`src/rtl/sobel_edge_magnitude_macros.svh`:
```
// assertion macros for the sobel edge magnitude block
`ifndef SOBEL_EDGE_MAGNITUDE_MACROS_SVH
`define SOBEL_EDGE_MAGNITUDE_MACROS_SVH
`ifndef ASSERT_OFF
`define SEM_ASSERT(label, clk, rst_n, prop) \
  label: assert property (@(posedge clk) disable iff (!rst_n) prop) else $error("%m failed");
`define SEM_ASSERT_NEVER(label, clk, rst_n, cond) \
  label: assert property (@(posedge clk) disable iff (!rst_n) !(cond)) else $error("%m hit");
`else
`define SEM_ASSERT(label, clk, rst_n, prop)
`define SEM_ASSERT_NEVER(label, clk, rst_n, cond)
`endif
`endif

```
`src/rtl/sem_pkg.sv`:
```
package sem_pkg;
  localparam int unsigned MaxWidth = 1024;
  localparam int unsigned ColW = $clog2(MaxWidth);
  localparam int unsigned RowW = 12;
  localparam int unsigned LwW = 11;
  localparam logic [LwW-1:0] LwReset = 11'd640;
  localparam logic [RowW-1:0] FhReset = 12'd480;
  localparam logic [0:0] RegLineWidth = 1'b0;
  localparam logic [0:0] RegFrameHeight = 1'b1;

  typedef enum logic [1:0] {
    ST_IDLE,
    ST_READ,
    ST_CALC,
    ST_ROOT
  } state_e;

  typedef struct packed {
    logic start;
    logic compute;
    logic root_step;
  } sem_cmd_t;

  typedef struct packed {
    logic emit;
    logic root_done;
  } sem_stat_t;
endpackage

```
`src/rtl/sem_ctrl.sv`:
```
module sem_ctrl (
  input  logic               clk_i,
  input  logic               rst_ni,
  input  logic               in_fire_i,
  input  logic               out_busy_i,
  input  sem_pkg::sem_stat_t stat_i,
  output sem_pkg::sem_cmd_t  cmd_o,
  output logic               in_ready_o
);
  sem_pkg::state_e state_q, state_d;

  always_ff @(posedge clk_i or negedge rst_ni) begin
    if (!rst_ni) state_q <= sem_pkg::ST_IDLE;
    else state_q <= state_d;
  end

  always_comb begin
    state_d = state_q;
    cmd_o = '0;
    in_ready_o = 1'b0;
    case (state_q)
      sem_pkg::ST_IDLE: begin
        in_ready_o = 1'b1;
        if (in_fire_i) begin
          cmd_o.start = 1'b1;
          state_d = sem_pkg::ST_READ;
        end
      end
      sem_pkg::ST_READ: state_d = sem_pkg::ST_CALC;
      sem_pkg::ST_CALC: begin
        cmd_o.compute = 1'b1;
        state_d = stat_i.emit ? sem_pkg::ST_ROOT : sem_pkg::ST_IDLE;
      end
      sem_pkg::ST_ROOT: begin
        if (stat_i.root_done) begin
          if (!out_busy_i) state_d = sem_pkg::ST_IDLE;
        end else begin
          cmd_o.root_step = 1'b1;
        end
      end
      default: state_d = sem_pkg::ST_IDLE;
    endcase
  end
endmodule

```
`config.mk`:
```
export PLATFORM = sky130hd
export DESIGN_NAME = sem_ctrl
export DESIGN_NICKNAME = d
export VERILOG_FILES = /design/src/rtl/sobel_edge_magnitude_macros.svh /design/src/rtl/sem_pkg.sv /design/src/rtl/sem_ctrl.sv
export SDC_FILE = /design/constraint.sdc
export NUM_CORES = 1
export LEC_CHECK = 0
export BUFFER_PORTS_ARGS = -buffer_cell sky130_fd_sc_hd__buf_2
export CORE_AREA = 2 2 39 41
export CTS_BUF_LIST = sky130_fd_sc_hd__clkbuf_4
export DETAILED_ROUTE_END_ITERATION = 16
export DIE_AREA = 0 0 41 43
export GPL_TIMING_DRIVEN = 0
export HOLD_SLACK_MARGIN = 0.03
export PLACE_DENSITY_LB_ADDON = 0.1
export SYNTH_ARGS = -nofsm -noshare
export SYNTH_HDL_FRONTEND = slang
export SYNTH_SLANG_ARGS = --single-unit
```
`constraint.sdc`:
```
create_clock -name clk_i -period 3 [get_ports clk_i]
set_clock_uncertainty 0.2 [all_clocks]
set_input_delay 0.6 -clock clk_i [delete_from_list [all_inputs] [get_ports clk_i]]
set_output_delay 0.6 -clock clk_i [all_outputs]
set_load 0.05 [all_outputs]
```
==> metrics.md, run 1 <==
| Metric | Value |
|---|---|
| Status | `complete, no violations` |
| P_int | `0.000127 W` |
| Setup Buffers After CTS | `0` |
| Clock group share of total power | `21.7%` |
| Largest net degree at the start of global routing | `8` |
| Worst setup margin | `1.03 ns` |
| Leak pwr | `0.110 nW` |
| Syn avg cell area | `10.1 um^2` |
| Max Cap Viol | `0` |
| Top reg by flops | `state_q` |
| Routed length per instance | `8.80 um` |
| Minimum clock period | `1.97 ns` |
| WP data required | `2.20 ns` |
| Vias per inst | `3.24` |
| Final Power | `0.000273 W` |
| Routability Congestion | `0.634` |
| Worst path max stage delay | `0.43 ns` |
| Num CTS Buffers | `3` |
| Cell Pwr Density | `1250 mW/mm^2` |
| Final hold violation count | `0` |
| Final setup violation count | `0` |
| Max clock buf depth | `2` |
| Combinational power share | `53.8%` |
| Sequential Power Share | `24.5%` |
| TNS Setup | `0 ns` |
| Setup crit start kind | `register` |
| Crit Path Class | `register to primary output` |
| DRT antenna net count | `0` |
| DR iter-0 viols | `1` |
| Sw power | `0.000145 W` |
| Crit. End Element | `primary output` |
| Slew Limit Headroom | `84.0%` |
| Post-synthesis cell area | `121 um^2` |
| Sinks on Clock Net | `2` |
| First-pass GRT wire length | `538 um` |
| Hold crit path type | `input pin to register` |
| Slew @ Worst Pin | `0.241 ns` |
| Maximum VDD drop | `327 uV` |
| Synth Register Bits | `2` |
| Area grow syn2layout | `80.4%` |
| CP Data Arrival Time | `1.17 ns` |
| Mapped Cells | `12` |
| Root Driver | `clkbuf_4` |
| IO Port Bufs | `9` |
| CTS tree | `yes` |
| Most common cell after layout, fill and taps aside | `buf_2` |
| Initial antenna violation count | `0` |
| Vias | `133` |
| Pins Over Slew Limit | `0` |
| Io pins | `10` |
| Die X | `41 um` |
| Ratio of cells with drive above 1 in the final layout | `60.0%` |
| Number of global-route vias before repair | `138` |
| H-tree levels | `1` |
| Clock latency on the worst-skew pair | `0.22 ns` |
| Core Area | `0.00138 mm^2` |
| DRC Markers | `0` |
| Clock transition at the registers of the reported paths | `0.03 ns` |
| ANT cells | `0` |
| Seq/Total Area, Yosys | `41.2%` |
| Die Ht | `43 um` |
| Placement Setup Slack | `1.07 ns` |
| Crit-path slowest cell | `dfrtp_1` |
| Die area | `0.00176 mm^2` |
| Final Net Count | `33` |
| Gr usage total | `5.32%` |
| Synth cell types | `10` |
| Max Fclk | `508 MHz` |
| Pre-antenna DRT Iters | `2` |
| Most frequent cells in the layout | `buf_2 (9), clkbuf_4 (3), nor2_1 (2), dfrtp_1 (2)` |
| Period utilization | `65.6%` |
| RSZ-0062 raised after global routing | `false` |
| Post-Synthesis Net Count | `18` |
| Initial Util | `8.77%` |
| Sw Share | `53.3%` |
| Biggest regs | `state_q (2)` |
| Max FO, Critical Path | `6` |
| Gr ovfl total | `0` |
| Min Hold Slack | `0.429 ns` |
| Detailed Route WL | `361 um` |
| Row count | `14` |
| Yosys Warn Count | `0` |
| CTS-repair resized insts | `0` |
| Number of flip-flops under the largest register name | `2` |
| Worst path cell trace | `nor3b_2, buf_2` |
-- power groups by stage --
| stage | combinational [W] | sequential [W] | clock (W) |
|---|---|---|---|
| after floorplan | 0.000118 | 0.0000598 | 0 |
| after global placement | 0.000148 | 0.0000679 | 0 |
| after detailed placement | 0.000147 | 0.0000672 | 0 |
| after CTS | 0.000149 | 0.0000669 | 0.0000635 |
| after global routing | 0.000156 | 0.0000686 | 0.0000686 |
| final | 0.000147 | 0.0000669 | 0.0000592 |
-- cell usage after synthesis --
library cell  n  area (um^2)
dfrtp_1       2         50.1
nor2_1        2         7.51
a22o_1        1         8.76
and3b_2       1         10.0
nand2_1       1         3.75
nand3b_1      1         7.51
nor2b_2       1         8.76
nor3b_2       1         12.5
o21ai_0       1         5.00
o21bai_1      1         7.51
-- cell families (layout without fill, tap and decap cells) --
family | after synthesis | after routing | share of synthesized area [%]
buffers and inverters | 0 | 13 | 0
AO/OA/AOI/OAI | 3 | 3 | 17.5
flip-flops | 2 | 2 | 41.2
AND/OR/NAND/NOR | 7 | 7 | 41.2
-- path summary, 6_finish.rpt --
path	start	endpoint	slack, ns	cells past startpoint
max reg2reg	state_q[1]$_DFFE_PN0P_	state_q[1]$_DFFE_PN0P_	1.83	2
max	state_q[1]$_DFFE_PN0P_	cmd_o[2]	1.03	2
min in group asynchronous	rst_ni	state_q[0]$_DFFE_PN0P_	0.49	2
min	stat_i[1]	state_q[1]$_DFFE_PN0P_	0.43	2
min reg2reg	state_q[1]$_DFFE_PN0P_	state_q[0]$_DFFE_PN0P_	0.46	2
max in group asynchronous	rst_ni	state_q[1]$_DFFE_PN0P_	2.01	2
-- area by class of cell --
type,count,area [um^2]
Tap cell,16,20.0
Multi-Input combinational cell,10,71.3
Timing Repair Buffer,10,55.1
Fill cell,164,1160
Sequential cell,2,50.0
Clock buffer,3,22.5
-- worst max-delay path: cells and delay by family (launching register included) --
family                 cells  cell delay [ns]
DFF                        1             0.43
and+or+nand+nor            1             0.22
buffers and inverters      1             0.29
-- metrics by stage --
step | util (%) | cell area, um^2 | std cells
final | 15.8 | 219 | 41
after global routing | 15.8 | 219 | 41
after CTS | 15.8 | 219 | 41
after detailed placement | 13.5 | 186 | 37
after global placement | 13.5 | 186 | 37
after floorplan | - | 121 | 12
-- per-layer routing --
layer | GRT usage (%) | vias to the layer above | wire (um)
met5 | 0 | - | 0
met4 | 10.0 | 0 | 0
met3 | 1.57 | 0 | 46
met2 | 4.69 | 8 | 150
met1 | 6.41 | 56 | 164
li1 | - | 69 | -
-- what timing repair did --
action                                 in CTS  in global routing
endpoints found under the hold margin       2                  0
setup endpoints to repair                   0                  0
hold buffers                                1                  0
No activity file was read; power rests on OpenSTA's default activity.
==> run 2: changes to the inputs <==
Clock period 3 ns to 1.7 ns, I/O delays scaled along.
==> metrics.md, run 2 (synthesized netlist as in run 1, its figures left out) <==
| Metric | Value |
|---|---|
| Number of global-route vias before repair | `138 (unchanged)` |
| Pre-antenna DRT Iters | `1 (was 2)` |
| Slew Limit Headroom | `83.5% (was 84.0%)` |
| DRT antenna net count | `0 (unchanged)` |
| Die area | `0.00176 mm^2 (unchanged)` |
| ANT cells | `0 (unchanged)` |
| Final setup violation count | `0 (unchanged)` |
| Min Hold Slack | `0.168 ns (was 0.429 ns)` |
| Ratio of cells with drive above 1 in the final layout | `65.4% (was 60.0%)` |
| Maximum VDD drop | `619 uV (was 327 uV)` |
| Crit-path slowest cell | `dfrtp_2 (was dfrtp_1)` |
| Period utilization | `96.7%` |
| RSZ-0062 raised after global routing | `false (unchanged)` |
| Max FO, Critical Path | `7 (was 6)` |
| Gr usage total | `5.22% (was 5.32%)` |
| Hold crit path type | `input pin to register (unchanged)` |
| Worst path max stage delay | `0.44 ns (was 0.43 ns)` |
| Slew @ Worst Pin | `0.249 ns (was 0.241 ns)` |
| Max Fclk | `608 MHz` |
| Vias | `138 (was 133)` |
| Num CTS Buffers | `3 (unchanged)` |
| FILL cells | `163 (was 164)` |
| Crit Path Class | `register to primary output (unchanged)` |
| Die X | `41 um (unchanged)` |
| DRC Markers | `0 (unchanged)` |
| Gr ovfl total | `0 (unchanged)` |
| Max clock buf depth | `2 (unchanged)` |
| Most frequent cells in the layout | `buf_2 (6), clkbuf_4 (5), nor2_1 (2) (was buf_2 (9), clkbuf_4 (3), nor2_1 (2), dfrtp_1 (2))` |
| DR iter-0 viols | `0 (was 1)` |
| Worst path cell trace | `nor3b_2, buf_6 (was nor3b_2, buf_2)` |
| First-pass GRT wire length | `524 um (was 538 um)` |
| Largest net degree at the start of global routing | `8 (unchanged)` |
| Most common cell after layout, fill and taps aside | `buf_2 (unchanged)` |
| Sinks on Clock Net | `2 (unchanged)` |
| Minimum clock period | `1.64 ns` |
| Clock latency on the worst-skew pair | `0.22 ns (about the same)` |
| Leak pwr | `0.115 nW (was 0.110 nW)` |
| Final Net Count | `34 (was 33)` |
| Row count | `14 (unchanged)` |
| Top reg by flops | `state_q (unchanged)` |
| Number of flip-flops under the largest register name | `2 (unchanged)` |
| IO Port Bufs | `9 (unchanged)` |
| Io pins | `10 (unchanged)` |
| Cell Pwr Density | `2150 mW/mm^2 (was 1250 mW/mm^2)` |
| Core Area | `0.00138 mm^2 (unchanged)` |
| Initial Util | `8.77% (unchanged)` |
| Crit. End Element | `primary output (unchanged)` |
| CTS tree | `yes (unchanged)` |
| Register area | `51.3 um^2 (was 50.0 um^2)` |
| H-tree levels | `1 (unchanged)` |
| TNS Setup | `0 ns (unchanged)` |
| Die Ht | `43 um (unchanged)` |
| Detailed Route WL | `362 um (was 361 um)` |
| Biggest regs | `state_q (2) (unchanged)` |
| Final hold violation count | `0 (unchanged)` |
| Area grow syn2layout | `96.9% (was 80.4%)` |
| Multi-input logic area | `71.3 um^2 (unchanged)` |
| Routability Congestion | `0.634 (unchanged)` |
| Setup crit start kind | `register (unchanged)` |
| Routed length per instance | `8.62 um (was 8.80 um)` |
| Max Cap Viol | `0 (unchanged)` |
| Status | `complete, no violations (unchanged)` |
| WP data required | `1.16 ns (was 2.20 ns)` |
| Clock transition at the registers of the reported paths | `0.03 ns (about the same)` |
| Buffers & Inverters on Critical Path | `1 (unchanged)` |
| Root Driver | `clkbuf_4 (unchanged)` |
| Initial antenna violation count | `0 (unchanged)` |
| Vias per inst | `3.29 (was 3.24)` |
| CP Data Arrival Time | `1.10 ns (was 1.17 ns)` |
| Delay-heaviest family, CP | `flip-flops (unchanged)` |
| Pins Over Slew Limit | `0 (unchanged)` |
## run 2: cell count changes in the layout (fill, tap and decap cells not counted)
cell      delta
clkbuf_4     +2
buf_2        -3
buf_4        +1
buf_6        +1
dfrtp_2      +1
dfrtp_1      -1
## run 2: worst paths after layout
check	startpoint	end	slack, ns	depth (start not counted)
setup / recovery	state_q[0]$_DFFE_PN0P_	cmd_o[2]	0.06	2
hold / removal	stat_i[1]	state_q[1]$_DFFE_PN0P_	0.17	2
setup reg to reg	state_q[0]$_DFFE_PN0P_	state_q[0]$_DFFE_PN0P_	0.50	3
hold reg to reg	state_q[0]$_DFFE_PN0P_	state_q[1]$_DFFE_PN0P_	0.41	1
max in group asynchronous	rst_ni	state_q[0]$_DFFE_PN0P_	0.97	2
min in group asynchronous	rst_ni	state_q[0]$_DFFE_PN0P_	0.23	2
## run 2: metrics by stage
step	instance area, um^2	instances	setup WS (ns)	total power (W)	util, %
3_3_place_gp	186	37	0.206	0.000381	13.5
5_1_grt	239	42	0.00101	0.000552	17.3
2_1_floorplan	121	12	0.0226	0.000313	-
3_5_place_dp	186	37	0.224	0.000378	13.5
6_report	239	42	0.0566	0.000514	17.3
4_1_cts	221	41	0.0229	0.000497	16.0
## run 2: timing repair
| action | in CTS | in global routing |
|---|---|---|
| endpoints found under the setup margin | 1 | 3 |
| endpoints found under the hold margin | 2 | 0 |
| hold buffers | 1 | 0 |
| buffers inserted | 0 | 1 |
| resized for setup | 1 | 4 |
| pin swaps | 0 | 1 |
| cloned | 0 | 0 |
## run 2: metal layers
metal  part of all wire (%)  wire length (um)  up-vias  GRT usage (%)
li1                       -                 -       71              -
met1                     44               159       59           6.09
met2                     42               153        8           4.69
met3                     14                49        0           1.57
met4                      0                 0        0           10.0
met5                      0                 0        -              0
## run 2: cell type report
cell class | count | area share (%)
clock buffer | 3 | 9.42
multi-input combinational | 10 | 29.8
sequential | 2 | 21.5
tap | 16 | 8.38
timing repair buffer | 11 | 30.9
## run 2: report_power, final
group / internal (W) / leakage (nW) / switching [W]
sequential: 0.0000747 / 0.0230 / 0.0000459
clock: 0.0000779 / 0.0138 / 0.0000274
combinational: 0.000100 / 0.0777 / 0.000188
total: 0.000253 / 0.115 / 0.000262
